## src/rtl/bds_pkg.sv

```systemverilog
`timescale 1ns / 1ps

package bds_pkg;

  localparam int BDS_MAX_ROW_WIDTH = 1024;
  localparam int MAX_FRAME_HEIGHT  = 1024;

  localparam int SAMPLE_W  = 16;
  localparam int PAIR_W    = 17;
  localparam int CFG_W     = 11;
  localparam int CFG_IDX_W = 4;
  localparam int ROW_CNT_W = 10;

  localparam int QUEUE_DEPTH = 2;

  localparam logic [CFG_IDX_W-1:0] REG_ROW_WIDTH    = CFG_IDX_W'(0);
  localparam logic [CFG_IDX_W-1:0] REG_FRAME_HEIGHT = CFG_IDX_W'(1);

  localparam logic [CFG_W-1:0] ROW_WIDTH_RESET    = CFG_W'(1024);
  localparam logic [CFG_W-1:0] FRAME_HEIGHT_RESET = CFG_W'(1024);

  // Work handed from the front to the back.
  typedef enum logic {
    OP_STORE = 1'b0,
    OP_EMIT  = 1'b1
  } bds_op_t;

  typedef struct packed {
    bds_op_t             op;
    logic [PAIR_W-1:0]   pair;
    logic                eor;
    logic                eof;
  } bds_item_t;

endpackage

```

## src/rtl/bds_queue.sv

```systemverilog
`timescale 1ns / 1ps

module bds_queue #(
  parameter int WIDTH = 32
) (
  input  logic             clk,
  input  logic             rst_n,
  input  logic             push_valid,
  output logic             push_ready,
  input  logic [WIDTH-1:0] push_data,
  output logic             pop_valid,
  input  logic             pop_ready,
  output logic [WIDTH-1:0] pop_data
);
  import bds_pkg::*;

  localparam int PW = $clog2(QUEUE_DEPTH);
  localparam int NW = $clog2(QUEUE_DEPTH + 1);

  logic [WIDTH-1:0] slots_r [QUEUE_DEPTH];
  logic [PW-1:0]    wr_ptr_r, rd_ptr_r;
  logic [NW-1:0]    count_r, count_nxt;
  logic             push, pop;

  assign push_ready = count_r != NW'(QUEUE_DEPTH);
  assign pop_valid  = count_r != '0;
  assign pop_data   = slots_r[rd_ptr_r];
  assign push       = push_valid && push_ready;
  assign pop        = pop_valid && pop_ready;

  always_comb begin
    count_nxt = count_r;
    if (push && !pop) begin
      count_nxt = count_r + NW'(1);
    end else if (pop && !push) begin
      count_nxt = count_r - NW'(1);
    end
  end

  always_ff @(posedge clk) begin
    if (push) begin
      slots_r[wr_ptr_r] <= push_data;
    end
  end

  always_ff @(posedge clk) begin
    if (!rst_n) begin
      wr_ptr_r <= '0;
      rd_ptr_r <= '0;
      count_r  <= '0;
    end else begin
      count_r <= count_nxt;
      if (push) begin
        wr_ptr_r <= (wr_ptr_r == PW'(QUEUE_DEPTH - 1)) ? '0 : wr_ptr_r + PW'(1);
      end
      if (pop) begin
        rd_ptr_r <= (rd_ptr_r == PW'(QUEUE_DEPTH - 1)) ? '0 : rd_ptr_r + PW'(1);
      end
    end
  end

`ifndef SYNTH
  a_count_bound: assert property (@(posedge clk) disable iff (!rst_n)
    count_r <= NW'(QUEUE_DEPTH)) else $error("queue count above depth");
  a_count_step: assert property (@(posedge clk) disable iff (!rst_n)
    (push && !pop) |=> (count_r == $past(count_r) + NW'(1)))
    else $error("queue count did not follow a push");
`endif

endmodule

```

## config.mk

```make
export PLATFORM = sky130hd
export DESIGN_NAME = bds_queue
export DESIGN_NICKNAME = d
export VERILOG_FILES = /design/src/rtl/bds_pkg.sv /design/src/rtl/bds_queue.sv
export SDC_FILE = /design/constraint.sdc
export NUM_CORES = 1
export LEC_CHECK = 0
export BUFFER_PORTS_ARGS = -buffer_cell sky130_fd_sc_hd__buf_2
export CAP_MARGIN = 20
export CORE_MARGIN = 5
export CORE_UTILIZATION = 29
export DETAILED_ROUTE_END_ITERATION = 7
export GPL_ROUTABILITY_DRIVEN = 0
export PLACE_DENSITY = 0.48
export SLEW_MARGIN = 20
export SYNTH_ARGS = -nofsm -noshare
export SYNTH_HDL_FRONTEND = slang
export SYNTH_SLANG_ARGS = --single-unit
```

## constraint.sdc

```tcl
create_clock -name clk -period 2.1 [get_ports clk]
set_input_delay 0.21 -clock clk [delete_from_list [all_inputs] [get_ports clk]]
set_output_delay 0.21 -clock clk [all_outputs]
set_load 0.03 [all_outputs]
```

==> metrics.yaml <==
outcome: "completed"
worstHoldPathCells: 1
synthesis.area_um2: 2550
cp-end-kind: "primary output"
ys_seq_area_frac: 0.793
synth_nets: 161
cts_num_sinks: 69
die-area_um2: 10800
p_sw_mw: 1.33
r2r_cells: 5
first_iter_violations: 40
postSynthCellCount: 124
final_area_um2: 3210
clk_path_buf_depth: 2
avgViaCountPerCell: 4.24
clk_latency_ns: 0.33
synth.top_cell.area_share: 0.753
io_pins: 70
cts_root_buf: "clkbuf_8"
fmax_mhz: 590
postLayoutCoreUtil: 0.371
maxCapViolations: 0
port_buffers: 69
slew_headroom: 0.791
finClkSkew_ns: 0.00465
rows: 34
leakagePower_nw: 1.20
ant_nets: 0
worst_ep_arrival_time_ns: 1.49
ys_ff_latch: 69
worstMarginPinSlew_ns: 0.314
seqPwrFrac: 0.450
use_met2: 0.147
postCtsSetupBuffers: 0
grt_use_total: 0.0884
timing.rr.start: "count_r[0]"
die_w_um: 104
p_clk_frac: 0.220
rrSetupSlack_ns: 0.53
max_stage_delay_ns: 0.38
comb_power_share: 0.330
swShare: 0.337
power.density_nw_per_um2: 1230
path_cells: "buf_4 > mux2_2 > buf_2"
areaGrowthSynthToFinish_pct: 25.7
grt_overflow: 0
synth_cell_types: 21
min_period_ns: 1.70
crit_end: "pop_data[22]"
via_count: 1353
ys_top_cells_by_area: "edfxtp_1, mux2_2, dfxtp_1"
grt_pass1_wl_um: 7260
syn_area_per_cell_um2: 20.6
die-height_um: 104
drc: 0
fillCellCount: 861
rsz0062_at_grt: "false"
slowest_stage: "mux2_2"
cts_resized: 0
final_max_slew_viol_count: 0
hp-class: "input pin to flip-flop"
path_clk_slew_ns: 0.07
cts_made_buffers: 9
nets: 243
grt_pass1_vias: 1479
cts-hold-fix-buffers: 0
setup_violations: 0
diodes: 0
grt_max_degree: 23
tritoncts: "built"
first_pass_iters: 4
initial_core_util: 0.295
internal-power_mw: 2.62
path_max_fanout: 18
busiest_layer: "met2"
routedWlPerCell_um: 14.4
worstSetupPathType: "flip-flop to primary output"
core_um2: 8640
r2r_end: "count_r[1]"
placed_area_um2: 3050
grt_use_met1: 0.0962
layout.cells.non_filler: 319
gr-usage-met3: 0.0354
yosys_warnings: 0
drive_gt1_frac: 0.573
antenna_found_initial: 0
required_ns: 1.89
finalCritPeriodShare: 0.807
ir_drop_mv: 0.591
cts.htree.levels: 3
critPathLaunchType: "flip-flop"
post-dp-hpwl_um: 3170
drt-total-wl_um: 4590
dp_cells: 303
finalHoldViolations: 0
synth_largest_area_cell: "edfxtp_1"
tns_ns: 0
[cells in the mapped netlist (all sizes together)]
cell    instances
nand2b          1
mux2           32
a21boi          2
inv             1
dfxtp           5
o21ai           2
ha              1
and3            1
clkbuf          1
and2            4
or2             1
nand3b          1
or3             1
a21bo           1
xor2            1
buf             3
edfxtp         64
xnor2           2
[per-stage QoR]
stage          power (mW)  setup WS [ns]  hold WS [ns]
2_1_floorplan        2.77          0.245         0.309
3_3_place_gp         3.13          0.577         0.399
3_5_place_dp         3.14          0.530         0.402
4_1_cts              4.03          0.360        0.0457
5_1_grt              4.18          0.305        0.0398
6_report             3.95          0.405        0.0658
[worst max-delay path: cells and delay by family (launching register included)]
| family | cells | cell delay, ns |
|---|---|---|
| flops | 1 | 0.33 |
| mux | 1 | 0.38 |
| buf+inv | 2 | 0.45 |
[power groups by stage]
stage,combinational [mW],sequential [mW],clock [mW]
final,1.30,1.78,0.868
after global routing,1.40,1.79,0.990
after CTS,1.34,1.78,0.910
after detailed placement,1.33,1.81,0
after global placement,1.33,1.80,0
after floorplan,0.974,1.80,0
[worst min path at each step]
stage                     end  slack [ns]     startpoint
6_report        slots_r[1][1]        0.07   push_data[1]
5_1_grt         slots_r[0][9]        0.04   push_data[9]
4_1_cts         slots_r[1][1]        0.05   push_data[1]
3_5_place_dp   slots_r[1][11]        0.40  push_data[11]
3_3_place_gp   slots_r[1][22]        0.40  push_data[22]
2_1_floorplan   slots_r[0][0]        0.31   push_data[0]
[sequential cells by signal (all words and copies together), names as in the netlist, named ones only]
name,cells
count_r,2
wr_ptr_r,1
rd_ptr_r,1
slots_r,64
[cell usage in the layout, fill, tap and decap left out, types with 2 or more instances in the layout]
cell type	count
xnor2_1	2
buf_2	69
buf_4	6
dfxtp_1	5
and2_1	4
clkinv_1	2
clkbuf_8	9
clkinv_2	3
edfxtp_1	64
mux2_1	2
mux2_2	30
[kinds of logic after synthesis]
group / count (synthesis) / synth area share
flip-flops: 69 / 0.793
adder cells (fa/ha/maj): 1 / 0.00490
AO/OA/AOI/OAI: 5 / 0.0137
multiplexers: 32 / 0.141
buffers and inverters: 5 / 0.0118
XOR/XNOR: 3 / 0.0103
AND/OR/NAND/NOR: 9 / 0.0255
[final cells by class]
type,instances,area [um^2],area share
clock buffers,10,128,0.0398
clock inverters,6,30.0,0.00936
inverters,1,3.75,0.00117
multi-input cells,50,499,0.156
flip-flops and latches,69,2020,0.630
well taps,108,135,0.0421
repair buffers,75,390,0.122
[routing by layer]
metal / up-vias / part of all wire
li1: 641 / -
met1: 665 / 0.40
met2: 41 / 0.52
met3: 6 / 0.061
met4: 0 / 0.016
met5: - / 0
No activity file was read; power rests on OpenSTA's default activity.
