`config.mk`:
```
export PLATFORM = sky130hd
export DESIGN_NAME = bds_front_flat
export DESIGN_NICKNAME = d
export VERILOG_FILES = /design/src/rtl/bds_pkg.sv /design/src/rtl/bds_if.sv /design/src/rtl/bds_front.sv /design/src/flat_wrapper.sv
export SDC_FILE = /design/constraint.sdc
export NUM_CORES = 1
export LEC_CHECK = 0
export BUFFER_PORTS_ARGS = -buffer_cell sky130_fd_sc_hd__buf_2
export CAP_MARGIN = 25
export CORE_MARGIN = 10
export CORE_UTILIZATION = 40
export CTS_BUF_LIST = sky130_fd_sc_hd__clkbuf_8
export CTS_CLUSTER_DIAMETER = 100
export DETAILED_ROUTE_END_ITERATION = 10
export GPL_TIMING_DRIVEN = 1
export PLACE_DENSITY = 0.61
export SLEW_MARGIN = 25
export SYNTH_ARGS = -nofsm -noshare
export SYNTH_HDL_FRONTEND = slang
export SYNTH_SLANG_ARGS = --single-unit
```
`constraint.sdc`:
```
create_clock -name clk -period 5.01 [get_ports clk]
set_input_delay 0.2505 -clock clk [delete_from_list [all_inputs] [get_ports clk]]
set_output_delay 0.2505 -clock clk [all_outputs]
set_load 0.02 [all_outputs]
```
`src/rtl/bds_pkg.sv`:
```
`timescale 1ns / 1ps

package bds_pkg;

  localparam int BDS_MAX_ROW_WIDTH = 1024;
  localparam int MAX_FRAME_HEIGHT  = 1024;

  localparam int SAMPLE_W  = 16;
  localparam int PAIR_W    = 17;
  localparam int CFG_W     = 11;
  localparam int CFG_IDX_W = 4;
  localparam int ROW_CNT_W = 10;

  localparam int QUEUE_DEPTH = 2;

  localparam logic [CFG_IDX_W-1:0] REG_ROW_WIDTH    = CFG_IDX_W'(0);
  localparam logic [CFG_IDX_W-1:0] REG_FRAME_HEIGHT = CFG_IDX_W'(1);

  localparam logic [CFG_W-1:0] ROW_WIDTH_RESET    = CFG_W'(1024);
  localparam logic [CFG_W-1:0] FRAME_HEIGHT_RESET = CFG_W'(1024);

  // Work handed from the front to the back.
  typedef enum logic {
    OP_STORE = 1'b0,
    OP_EMIT  = 1'b1
  } bds_op_t;

  typedef struct packed {
    bds_op_t             op;
    logic [PAIR_W-1:0]   pair;
    logic                eor;
    logic                eof;
  } bds_item_t;

endpackage

```
`src/rtl/bds_if.sv`:
```
`timescale 1ns / 1ps

interface bds_in_if;
  logic                          valid;
  logic                          ready;
  logic [bds_pkg::SAMPLE_W-1:0]  sample;
  logic                          first_of_frame;

  modport source (output valid, output sample, output first_of_frame, input ready);
  modport sink   (input valid, input sample, input first_of_frame, output ready);
endinterface


interface bds_cfg_if;
  logic                           valid;
  logic                           ready;
  logic [bds_pkg::CFG_IDX_W-1:0]  index;
  logic [bds_pkg::CFG_W-1:0]      data;

  modport source (output valid, output index, output data, input ready);
  modport sink   (input valid, input index, input data, output ready);
endinterface

```
`src/rtl/bds_front.sv`:
```
`timescale 1ns / 1ps

module bds_front #(
  parameter int MAX_ROW_WIDTH = bds_pkg::BDS_MAX_ROW_WIDTH,
  parameter int SW            = $clog2(MAX_ROW_WIDTH / 2)
) (
  input  logic                 clk,
  input  logic                 rst_n,
  bds_in_if.sink               in_ch,
  bds_cfg_if.sink              cfg_ch,
  output logic                 push_valid,
  input  logic                 push_ready,
  output bds_pkg::bds_item_t   push_item,
  output logic [SW-1:0]        push_slot
);
  import bds_pkg::*;

  localparam int CW  = $clog2(MAX_ROW_WIDTH + 1);
  localparam int CLW = $clog2(MAX_ROW_WIDTH);
  localparam int WW  = (CW > CFG_W) ? CW : CFG_W;
  localparam logic [WW-1:0]    MAX_W = WW'(MAX_ROW_WIDTH);
  localparam logic [CFG_W-1:0] MAX_H = CFG_W'(MAX_FRAME_HEIGHT);

  logic [CFG_W-1:0]     row_width_r;
  logic [CFG_W-1:0]     frame_height_r;
  logic [CLW-1:0]       col_r, col_nxt;
  logic [ROW_CNT_W-1:0] row_r, row_nxt;
  logic [SAMPLE_W-1:0]  pending_r, pending_nxt;

  logic                 accept;
  logic [WW-1:0]        rw_ext, w_ext;
  logic [CW-1:0]        w;
  logic [CFG_W-1:0]     h;
  logic [CLW-1:0]       col_eff;
  logic [ROW_CNT_W-1:0] row_eff;
  logic [SAMPLE_W-1:0]  pending_eff;
  logic [CW-1:0]        col_x, pairs2, half_col, col_inc;
  logic [CFG_W-1:0]     row_x, rows2, row_inc;
  logic                 in_blk, wrap;

  assign cfg_ch.ready = 1'b1;
  assign in_ch.ready  = push_ready;
  assign accept       = in_ch.valid && push_ready;

  always_ff @(posedge clk) begin
    if (!rst_n) begin
      row_width_r    <= ROW_WIDTH_RESET;
      frame_height_r <= FRAME_HEIGHT_RESET;
    end else if (cfg_ch.valid) begin
      unique case (cfg_ch.index)
        REG_ROW_WIDTH:    row_width_r    <= cfg_ch.data;
        REG_FRAME_HEIGHT: frame_height_r <= cfg_ch.data;
        default: ;
      endcase
    end
  end

  // Effective geometry: width and height are held to their legal ranges.
  always_comb begin
    rw_ext = WW'(row_width_r);
    if (rw_ext < WW'(2)) begin
      w_ext = WW'(2);
    end else if (rw_ext > MAX_W) begin
      w_ext = MAX_W;
    end else begin
      w_ext = rw_ext;
    end
    w = w_ext[CW-1:0];
    if (frame_height_r < CFG_W'(2)) begin
      h = CFG_W'(2);
    end else if (frame_height_r > MAX_H) begin
      h = MAX_H;
    end else begin
      h = frame_height_r;
    end
  end

  always_comb begin
    col_eff     = in_ch.first_of_frame ? '0 : col_r;
    row_eff     = in_ch.first_of_frame ? '0 : row_r;
    pending_eff = in_ch.first_of_frame ? '0 : pending_r;

    col_x    = CW'(col_eff);
    row_x    = CFG_W'(row_eff);
    pairs2   = {w[CW-1:1], 1'b0};
    rows2    = {h[CFG_W-1:1], 1'b0};
    half_col = col_x >> 1;
    in_blk   = (col_x < pairs2) && (row_x < rows2);

    push_item.op   = row_eff[0] ? OP_EMIT : OP_STORE;
    push_item.pair = PAIR_W'(pending_eff) + PAIR_W'(in_ch.sample);
    push_item.eor  = half_col == ((w >> 1) - CW'(1));
    push_item.eof  = push_item.eor && (row_x == rows2 - CFG_W'(1));
    push_slot      = half_col[SW-1:0];

    // An even column only opens a pair; the odd column closes it.
    push_valid  = in_ch.valid && in_blk && col_eff[0];
    pending_nxt = (in_blk && !col_eff[0]) ? in_ch.sample : pending_eff;

    col_inc = col_x + CW'(1);
    wrap    = col_inc >= w;
    col_nxt = wrap ? '0 : col_inc[CLW-1:0];
    row_inc = wrap ? row_x + CFG_W'(1) : row_x;
    row_nxt = (row_inc >= h) ? '0 : row_inc[ROW_CNT_W-1:0];
  end

  always_ff @(posedge clk) begin
    if (!rst_n) begin
      col_r     <= '0;
      row_r     <= '0;
      pending_r <= '0;
    end else if (accept) begin
      col_r     <= col_nxt;
      row_r     <= row_nxt;
      pending_r <= pending_nxt;
    end
  end

`ifndef SYNTH
  a_col_bound: assert property (@(posedge clk) disable iff (!rst_n)
    int'(col_r) < MAX_ROW_WIDTH) else $error("column counter out of range");
  a_row_bound: assert property (@(posedge clk) disable iff (!rst_n)
    int'(row_r) < MAX_FRAME_HEIGHT) else $error("row counter out of range");
`endif

endmodule

```
`src/flat_wrapper.sv`:
```
// flat-port wrapper written by rule: the top's interface ports become plain ports
module bds_front_flat import bds_pkg::*;
#(
  parameter int MAX_ROW_WIDTH = bds_pkg::BDS_MAX_ROW_WIDTH,
  parameter int SW            = $clog2(MAX_ROW_WIDTH / 2)
)
  (clk, rst_n, push_valid, push_ready, push_item, push_slot, in_ch_valid, in_ch_sample, in_ch_first_of_frame, in_ch_ready, cfg_ch_valid, cfg_ch_index, cfg_ch_data, cfg_ch_ready);
  bds_in_if in_ch_i ();
  bds_cfg_if cfg_ch_i ();
  input  logic clk;
  input  logic rst_n;
  output logic push_valid;
  input  logic push_ready;
  output bds_pkg::bds_item_t push_item;
  output logic [SW-1:0] push_slot;
  input wire logic [$bits(in_ch_i.valid)-1:0] in_ch_valid;
  input wire logic [$bits(in_ch_i.sample)-1:0] in_ch_sample;
  input wire logic [$bits(in_ch_i.first_of_frame)-1:0] in_ch_first_of_frame;
  output wire logic [$bits(in_ch_i.ready)-1:0] in_ch_ready;
  input wire logic [$bits(cfg_ch_i.valid)-1:0] cfg_ch_valid;
  input wire logic [$bits(cfg_ch_i.index)-1:0] cfg_ch_index;
  input wire logic [$bits(cfg_ch_i.data)-1:0] cfg_ch_data;
  output wire logic [$bits(cfg_ch_i.ready)-1:0] cfg_ch_ready;
  assign in_ch_i.valid = in_ch_valid;
  assign in_ch_i.sample = in_ch_sample;
  assign in_ch_i.first_of_frame = in_ch_first_of_frame;
  assign in_ch_ready = in_ch_i.ready;
  assign cfg_ch_i.valid = cfg_ch_valid;
  assign cfg_ch_i.index = cfg_ch_index;
  assign cfg_ch_i.data = cfg_ch_data;
  assign cfg_ch_ready = cfg_ch_i.ready;
  bds_front #(.MAX_ROW_WIDTH(MAX_ROW_WIDTH), .SW(SW)) u_core (.clk(clk), .rst_n(rst_n), .in_ch(in_ch_i), .cfg_ch(cfg_ch_i), .push_valid(push_valid), .push_ready(push_ready), .push_item(push_item), .push_slot(push_slot));
endmodule
```
==> metrics.md, run 1 <==
| Metric | Value |
|---|---|
| CTS tree | done |
| Status | finished clean |
| Die width | 133 um |
| Routed WL | 14100 um |
| Most common cell after layout, fill and taps aside | nand2_1 |
| Share of layout cells above drive strength 1 | 0.179 |
| Required @ worst endpoint | 5.29 ns |
| Worst-margin pin slew | 0.902 ns |
| Slew Viols, Final | 0 |
| Sequential share of the synthesized area | 0.227 |
| Critical Path Start Type | register |
| GPL Wtd Cong | 0.881 |
| Worst-path clk slew | 0.08 ns |
| Setup TNS | 0 ns |
| Synth Flop Type | dfxtp_1 |
| Leak Pwr | 2.68 nW |
| Cell accounting for the most synthesized area | dfxtp_1 |
| DRC | 0 |
| Largest cells by area after synthesis | dfxtp_1 23%, ha_1 14%, nor2b_1 6.9%, xnor2_1 5.3%, mux2i_1 5.3% |
| Layout area overhead | 17.5% |
| Max frequency | 216 MHz |
| Gr usage total | 0.157 |
| Syn Area/Cell | 8.06 um^2 |
| DPL Wire Length | 11300 um |
| Htree depth | 3 |
| Drt wl/cell | 16.0 um |
| Netlist cell types | 65 |
| CP Class | reg2reg |
| Starting density of the core | 0.407 |
| EDFF count, synth | 0 |
| Post-synth top area share | 0.227 |
| Core area | 12600 um^2 |
| Vias in the first global route | 4765 |
| Yosys warns | 0 |
| Worst-Skew Late Latency | 0.36 ns |
| Fin crit share | 0.923 |
| CTS sink count | 58 |
| Fin nets | 801 |
| First-pass GRT wire length | 23300 um |
| Die area | 17700 um^2 |
| Setup Buffers After CTS | 0 |
| DR iter-0 viols | 295 |
| Tmin final | 4.62 ns |
| Die Y-Extent | 133 um |
| Tot Pwr | 1.20 mW |
| Number of port buffers | 67 |
| Final Hold Slack | 0.125 ns |
| Pin count of the biggest net entering global routing | 36 |
| Arrival @ worst endpoint | 4.90 ns |
| Flop2flop setup slack | 0.39 ns |
| Max-slew headroom | 0.383 |
| Via count | 4845 |
| VDD IR max | 0.000180 V |
| Global route overflow | 0 |
| Mapped cell area | 5110 um^2 |
| # setup viols final | 0 |
| Max-cap viol count | 0 |
| Initial antenna violation count | 0 |
| Worst Hold Class | in2reg |
| CP Max Fanout | 6 |
| Final Hold Fails | 0 |
| Pwr/cell area | 200 nW/um^2 |
| Most frequent cells in the layout | 69 x nand2_1, 67 x buf_2, 58 x ha_1, 58 x dfxtp_1, 55 x nor2b_1 |
| RSZ-0062 raised after global routing | false |
| Ports | 69 |
| Syn nets | 731 |
| Design area | 6000 um^2 |
| Asr flop ratio synth | 0 |
| Placement Cell Area | 5710 um^2 |
| Cells after Synth | 634 |
| Vias per cell | 5.50 |
| Flops & latches, synth | 58 |
| Number of diodes | 0 |
| Clk buf depth | 2 |
| Site row count | 41 |
| Num CTS Buffers | 9 |
| DRT Pass-1 Iters | 4 |
| Routed Antenna Nets | 0 |
| Crit. End Element | register |
| Worst-case clock skew | 0.0132 ns |
| Root Buffer | clkbuf_8 |
==> path summary, 6_finish.rpt <==
kind                                        endpoint  cells past startpoint                  start
worst min-delay path            u_core.pending_r[15]                      2       in_ch_sample[15]
worst min register to register       u_core.row_r[0]                      2        u_core.row_r[0]
worst max-delay path                 u_core.row_r[3]                     21  u_core.row_width_r[3]
worst max register to register       u_core.row_r[3]                     21  u_core.row_width_r[3]
==> logic make-up after synthesis <==
kind of cell,share of synthesized area
AND/OR/NAND/NOR,0.232
AO/OA/AOI/OAI,0.211
buffers and inverters,0.0480
adder cells (fa/ha/maj),0.148
flip-flops,0.227
XOR/XNOR,0.0754
multiplexers,0.0573
other,0.000734
==> worst max-delay path: stages (launching register included) <==
cell and delay (ns):
dfxtp_1 0.37, nor3_1 0.29, nand2_1 0.16, nor2_1 0.11, o21ai_1 0.12, ha_1 0.35
nor2b_1 0.14, o31ai_1 0.21, a21oi_1 0.14, o41ai_4 0.39, buf_4 0.22, and2_1 0.23
mux2i_1 0.25, inv_1 0.07, ha_1 0.29, nand2_1 0.06, or3_1 0.10, a31oi_1 0.09
a2111oi_2 0.29, o21ai_0 0.16, or4_1 0.41, o311ai_1 0.09
==> metrics by stage <==
step,setup WS (ns),instances,util
2_1_floorplan,0.109,634,-
3_3_place_gp,0.139,864,0.454
3_5_place_dp,0.151,864,0.454
4_1_cts,0.187,880,0.474
5_1_grt,0.000259,881,0.478
6_report,0.387,881,0.478
==> power by group <==
part	switching (mW)	total (mW)	internal, mW
logic	0.110	0.185	0.0747
registers	0.00699	0.478	0.471
clock network	0.202	0.538	0.335
==> sequential cells by signal, indices dropped and copies added, names as in the netlist <==
register               count
u_core.row_width_r        11
u_core.row_r              10
u_core.col_r              10
u_core.pending_r          16
u_core.frame_height_r     11
==> cell type report <==
class	count	area, um^2
fillers	1230	6570
multi-input cells	514	3750
flip-flops and latches	58	1160
repair buffers	90	508
well taps	172	215
clock buffers	13	179
inverters	31	116
clock inverters	3	68.8
==> synthesized netlist by cell type (3+ instances only) <==
cell       count
nor2b_1       56
and3_1         3
nand3_1       18
nor3b_1        6
nor3_1        15
dfxtp_1       58
a2111oi_0      4
a21boi_1       9
nand4_1        4
o21ai_0       24
a21o_1         7
nand2_1       69
a22o_1        16
and2_1         4
o31ai_1        4
nand2b_1       5
xnor2_1       31
o21ai_1        8
mux2i_1       27
ha_1          59
o211ai_1       5
a211oi_1       8
inv_1         29
o21a_1         8
buf_4          3
nor4_1         9
clkbuf_1      26
o2111ai_1      6
nor2_1        31
xor2_1        13
a21oi_1       23
==> routing by layer <==
metal / part of all wire / routed length (um) / global-route usage
met4: 0.021 / 293 / 0.0605
met5: 0 / 0 / 0
met1: 0.46 / 6570 / 0.198
met2: 0.48 / 6760 / 0.257
met3: 0.036 / 510 / 0.0310
==> repair_timing <==
item / 4_1_cts / 5_1_grt
gates resized for setup: 0 / 11
hold buffers: 0 / 0
setup endpoints to repair: 0 / 10
No activity file was read; power rests on OpenSTA's default activity.
==> run 2, diff against run 1 <==
Settings changed: ABC_AREA from default to 1.
==> run 2 against run 1 <==
Count of clock-buffer cells in the layout decreased by 2; non-clock buffer count is 19 lower; synthesized cell count grew 37%; sequential power rose by 0.8%; clock power shrank 19%; global-route usage shrank 0.12 points; via count is 13% higher.
==> metrics.md, run 2 <==
| Metric | Value |
|---|---|
| Pwr/cell area | 192 nW/um^2 |
| Routed WL | 14600 um |
| Worst-case clock skew | 0.00615 ns |
| Slew Viols, Final | 0 |
| CP Max Fanout | 12 |
| Tmin final | 4.57 ns |
| Core area | 13400 um^2 |
| Top Registers | u_core.pending_r x16, u_core.frame_height_r x11, u_core.row_width_r x11 |
| Hold Buf Count CTS | 0 |
| DRT Pass-1 Iters | 5 |
| Worst path bufs/invs | 0 |
| Htree depth | 3 |
| Max incr delay on CP | 0.49 ns |
| VDD IR max | 0.000189 V |
| Sequential share of the synthesized area | 0.210 |
| EDFF count, synth | 0 |
| First-pass GRT wire length | 24300 um |
| Top-count cell post-synth | nand2_1 |
| Largest cells by area after synthesis | dfxtp_1 21%, ha_1 13%, nand2_1 13%, inv_1 7.9%, a21oi_1 7.7% |
| CP Class | reg2reg |
| Pin count of the biggest net entering global routing | 42 |
| R2r startpoint | u_core.col_r[2] |
| Required @ worst endpoint | 5.30 ns |
| Setup Buffers After CTS | 0 |
| Initial antenna violation count | 0 |
| Via count | 5458 |
| Synth cell count leaders | 192 x nand2_1, 117 x inv_1, 89 x nor2_1, 85 x a21oi_1, 59 x ha_1 |
| Crit. End Element | register |
| Arrival @ worst endpoint | 4.86 ns |
| Tot Pwr | 1.18 mW |
| Cells after DPL | 1088 |
| Post-synth top area share | 0.210 |
| Flop2flop setup slack | 0.44 ns |
| Syn Area/Cell | 6.38 um^2 |
| Status | finished clean |
| RSZ-0062 raised after global routing | false |
| Vias in the first global route | 5270 |
| Ports | 69 |
| Cells after Synth | 869 |
| Starting density of the core | 0.413 |
| Worst-Skew Late Latency | 0.36 ns |
| Die Y-Extent | 138 um |
| # fillers | 1451 |
| PostCTS Resize Cnt | 0 |
| Max frequency | 219 MHz |
| Yosys warns | 0 |
| Asr flop ratio synth | 0 |
| Syn nets | 966 |
| R2R depth | 24 |
| Worst setup startpoint | u_core.col_r[2] |
| Clk buf depth | 2 |
| DRC | 0 |
| Synth Flop Type | dfxtp_1 |
| Number of port buffers | 67 |
| Worst-path clk slew | 0.06 ns |
| Layout area overhead | 11.3% |
| Mapped cell area | 5540 um^2 |
| Final Hold Fails | 0 |
| Most frequent cells in the layout | 192 x nand2_1, 117 x inv_1, 89 x nor2_1 |
| Cell accounting for the most synthesized area | dfxtp_1 |
| Gr usage total | 0.156 |
| Global route overflow | 0 |
| Final Hold Slack | 0.142 ns |
| Worst path top cell family by delay | simple AND/OR/NAND/NOR gates |
| CTS sink count | 58 |
| Capture point of the worst path | u_core.row_r[6] |
| DR iter-0 viols | 326 |
| CTS tree | done |
| WP depth | 24 |
| Root Buffer | clkbuf_8 |
| Die width | 138 um |
| Max-slew headroom | 0.419 |
| Number of diodes | 0 |
| Most common cell after layout, fill and taps aside | nand2_1 |
| DPL Wire Length | 11700 um |
| Slowest-stage cell, CP | a21oi_2 |
| Leak Pwr | 3.03 nW |
| # setup viols final | 0 |
| Max reg flops | 16 |
| Vias per cell | 4.95 |
| Drt wl/cell | 13.3 um |
| Die area | 19000 um^2 |
| Fin nets | 1020 |
| Largest Register | u_core.pending_r |
| Finished Layout Cells | 1102 |
| Routed Antenna Nets | 0 |
| Reg2reg end | u_core.row_r[6] |
| Critical Path Start Type | register |
| Netlist cell types | 39 |
| Final core occ | 0.460 |
| Worst Hold Class | in2reg |
| CP Cell Sequence | nand2_1 -> nor3_2 -> nand4_1 -> nor2_1 -> nand3_1 -> xnor2_1 -> ha_1 -> nand2_1 -> nor2_1 -> nand4_1 -> nor2_4 -> nor2_4 -> nand2_4 -> nand2_2 -> and2_1 -> ha_1 -> a21oi_1 -> o21ai_0 -> a21boi_0 -> o21a_1 -> o21ai_0 -> a21oi_2 -> nand3_1 -> a21oi_1 |
| Share of layout cells above drive strength 1 | 0.131 |
| Setup TNS | 0 ns |
| Flops & latches, synth | 58 |
| Fin crit share | 0.913 |
| Max-cap viol count | 0 |
| Worst-margin pin slew | 0.870 ns |
| Site row count | 42 |
| GPL Wtd Cong | 0.861 |
| Num CTS Buffers | 9 |
==> run 2: cell type report <==
type | instances | area [um^2] | area share
tap | 176 | 220 | 0.0357
clock buffer | 11 | 151 | 0.0246
inverter | 120 | 455 | 0.0739
clock inverter | 3 | 40.0 | 0.00649
sequential | 58 | 1160 | 0.188
timing repair buffer | 71 | 365 | 0.0593
multi-input combinational | 663 | 3770 | 0.612
==> run 2: worst min-delay path by stage <==
stage,startpoint,endpoint,cells after the start
final,cfg_ch_data[10],u_core.frame_height_r[10],3
after global routing,cfg_ch_data[10],u_core.row_width_r[10],3
after CTS,cfg_ch_data[10],u_core.frame_height_r[10],3
after detailed placement,u_core.row_r[9],u_core.row_r[9],2
after global placement,u_core.pending_r[12],u_core.pending_r[12],2
after floorplan,cfg_ch_data[10],u_core.frame_height_r[10],2
==> run 2: layer usage <==
layer / global-route usage / share of wire / up-vias
met4: 0.0492 / 0.017 / 0
li1: - / - / 2946
met5: 0 / 0 / -
met2: 0.264 / 0.48 / 87
met1: 0.190 / 0.46 / 2410
met3: 0.0368 / 0.040 / 15
==> run 2: worst min-delay path, stage by stage <==
cell	delay, ns
buf_2	0.09
a21oi_1	0.06
o21ai_0	0.06
==> run 2: cell families after synthesis <==
kind of cell	synth area share
AOI/OAI and AO/OA	0.173
xor gates and xnor gates	0.0537
adders and majority gates	0.137
buffers and inverters	0.110
DFF	0.210
other	0.000677
and+or+nand+nor	0.317
==> run 2: power breakdown <==
| part | internal [mW] | switching (mW) | leakage [nW] | total [mW] |
|---|---|---|---|---|
| Clock | 0.249 | 0.187 | 0.101 | 0.437 |
| Combinational | 0.0919 | 0.174 | 2.46 | 0.266 |
| Sequential | 0.474 | 0.00836 | 0.470 | 0.482 |
| Total | 0.815 | 0.370 | 3.03 | 1.18 |
==> run 2: metrics by stage <==
stage,setup slack [ns],instance area (um^2)
floorplan,0.433,5540
global placement,0.526,5970
detailed placement,0.362,5970
CTS,0.446,6170
global route,0.0196,6170
finish,0.435,6170
==> run 3, diff against run 2 <==
Settings changed: PLACE_DENSITY 0.61 to 0.59.
Clock period 5.01 ns to 5.5 ns, I/O delays scaled along.
==> run 3 against run 2 <==
Worst setup slack better by 0.59 ns; sequential share of layout area up 0.12 points; cell count about the same; critical endpoint is now u_core.row_r[5]; largest power group unchanged; highest routed layer unchanged.
==> metrics.md, run 3 (synthesis results as in run 2) <==
| Metric | Value |
|---|---|
| Min-delay src | cfg_ch_data[10] |
| Slowest-stage cell, CP | a21oi_2 |
| DRT Pass-1 Iters | 5 |
| Final core occ | 0.457 |
| Critical Path Start Type | register |
| Clock power frac | 0.333 |
| Combinational share of power | 0.237 |
| CP Cell Sequence | nand2_1 -> nor3_2 -> nand4_1 -> nor2_1 -> nand3_1 -> xnor2_1 -> ha_1 -> nand2_1 -> nor2_1 -> nand4_1 -> nor2_4 -> nor2_4 -> nand2_4 -> nand2_2 -> and2_1 -> ha_1 -> a21oi_1 -> o21ai_0 -> a21boi_0 -> o21a_1 -> o21ai_0 -> a21oi_2 -> nand3_1 -> a21oi_1 |
| WP depth | 24 |
| # fillers | 1495 |
| Routed Antenna Nets | 0 |
| Worst-path clk slew | 0.07 ns |
| Die width | 138 um |
| Max frequency | 224 MHz |
| Worst-Skew Late Latency | 0.36 ns |
| CTS sink count | 58 |
| Site row count | 42 |
| Hold Buf Count CTS | 0 |
| Most common cell after layout, fill and taps aside | nand2_1 |
| Required @ worst endpoint | 5.79 ns |
| Clk buf depth | 2 |
| Htree depth | 3 |
| Max-slew headroom | 0.456 |
| Pwr/cell area | 167 nW/um^2 |
| Arrival @ worst endpoint | 4.76 ns |
| Hold path depth | 3 |
| DR iter-0 viols | 301 |
| WHS Endpoint | u_core.row_width_r[10] |
| Gr usage total | 0.158 |
| Starting density of the core | 0.413 |
| Worst path top cell family by delay | simple AND/OR/NAND/NOR gates |
| PostCTS Resize Cnt | 0 |
| Worst-case clock skew | 0.0121 ns |
| Die area | 19000 um^2 |
| Register share of total power | 0.429 |
| R2r startpoint | u_core.col_r[2] |
| Drt wl/cell | 13.5 um |
| NetSw | 0.341 mW |
| DRC | 0 |
| Layout area overhead | 10.6% |
| Most frequent cells in the layout | 192 x nand2_1, 118 x inv_1, 89 x nor2_1 |
| VDD IR max | 0.000103 V |
| CP Max Fanout | 12 |
| Final Hold Slack | 0.155 ns |
| Top Registers | u_core.pending_r x16, u_core.frame_height_r x11, u_core.row_width_r x11 |
| Ports | 69 |
| Fin nets | 1019 |
| Tmin final | 4.47 ns |
| Cells after DPL | 1087 |
| Max-cap viol count | 0 |
| Initial antenna violation count | 0 |
| Vias in the first global route | 5185 |
| Number of port buffers | 67 |
| Num CTS Buffers | 9 |
| DPL Wire Length | 12200 um |
| Routed WL | 14900 um |
| Design area | 6130 um^2 |
| Number of diodes | 0 |
| Flop2flop setup slack | 1.03 ns |
| Status | finished clean |
| Net Sw Frac | 0.333 |
| Worst-margin pin slew | 0.815 ns |
| RSZ-0062 raised after global routing | false |
| Worst path bufs/invs | 0 |
| First-pass GRT wire length | 24400 um |
| Via count | 5467 |
| Worst Hold Class | in2reg |
| Core area | 13400 um^2 |
| Max incr delay on CP | 0.44 ns |
| Die Y-Extent | 138 um |
| Setup TNS | 0 ns |
| Largest Register | u_core.pending_r |
| Placement Cell Area | 5970 um^2 |
| Final Hold Fails | 0 |
| Fin crit share | 0.813 |
| Max reg flops | 16 |
| Reg2reg end | u_core.row_r[5] |
| GPL Wtd Cong | 0.894 |
| Slew Viols, Final | 0 |
| Global route overflow | 0 |
| R2R depth | 24 |
| CP Class | reg2reg |
| # setup viols final | 0 |
| CTS tree | done |
| Finished Layout Cells | 1101 |
| Share of layout cells above drive strength 1 | 0.129 |
| Vias per cell | 4.97 |
| Root Buffer | clkbuf_8 |
| Pint | 0.682 mW |
| Pin count of the biggest net entering global routing | 41 |
| Crit. End Element | register |
| Setup Buffers After CTS | 0 |
| Leak Pwr | 3.01 nW |
[run 3: worst max path at each step]
| stage | start | endpoint | slack [ns] |
|---|---|---|---|
| after floorplan | in_ch_first_of_frame | u_core.row_r[0] | 0.90 |
| after global placement | in_ch_first_of_frame | u_core.row_r[4] | 0.89 |
| after detailed placement | in_ch_first_of_frame | u_core.row_r[2] | 0.78 |
| after CTS | u_core.col_r[2] | u_core.row_r[5] | 0.99 |
| after global routing | u_core.col_r[2] | u_core.row_r[7] | 0.42 |
| final | u_core.col_r[2] | u_core.row_r[5] | 1.03 |
[run 3: layer usage]
metal / wire length (um) / global-route usage
met5: 0 / 0
met4: 218 / 0.0452
met3: 460 / 0.0328
met2: 6950 / 0.259
met1: 7270 / 0.205
[run 3: layout make-up]
| type | instances | area, um^2 | share of cell area |
|---|---|---|---|
| multi-input combinational | 663 | 3770 | 0.616 |
| clock buffer | 10 | 138 | 0.0225 |
| tap | 176 | 220 | 0.0359 |
| inverter | 120 | 455 | 0.0743 |
| sequential | 58 | 1160 | 0.190 |
| clock inverter | 4 | 21.3 | 0.00347 |
| timing repair buffer | 70 | 358 | 0.0584 |
[run 3: power groups by stage]
| stage | Combinational [mW] | Clock [mW] | Sequential (mW) |
|---|---|---|---|
| 3_3_place_gp | 0.243 | 0 | 0.448 |
| 4_1_cts | 0.245 | 0.353 | 0.439 |
| 3_5_place_dp | 0.244 | 0 | 0.448 |
| 5_1_grt | 0.278 | 0.370 | 0.440 |
| 2_1_floorplan | 0.183 | 0 | 0.446 |
| 6_report | 0.243 | 0.341 | 0.439 |
[run 3: worst reg2reg max path, cell delays in order, from the launching register on]
cell and delay [ns]:
dfxtp_1 0.39, nand2_1 0.15, nor3_2 0.23, nand4_1 0.16
nor2_1 0.19, nand3_1 0.11, xnor2_1 0.17, ha_1 0.29
nand2_1 0.06, nor2_1 0.21, nand4_1 0.17, nor2_4 0.16
nor2_4 0.08, nand2_4 0.21, nand2_2 0.07, and2_1 0.14
ha_1 0.28, a21oi_1 0.13, o21ai_0 0.09, a21boi_0 0.17
o21a_1 0.13, o21ai_0 0.08, a21oi_2 0.44, nand3_1 0.16
a21oi_1 0.14
[run 3: per-stage QoR]
stage / worst slack, ns / total power [mW]
2_1_floorplan: 0.899 / 0.630
3_3_place_gp: 0.886 / 0.692
3_5_place_dp: 0.780 / 0.692
4_1_cts: 0.992 / 1.04
5_1_grt: 0.424 / 1.09
6_report: 1.03 / 1.02
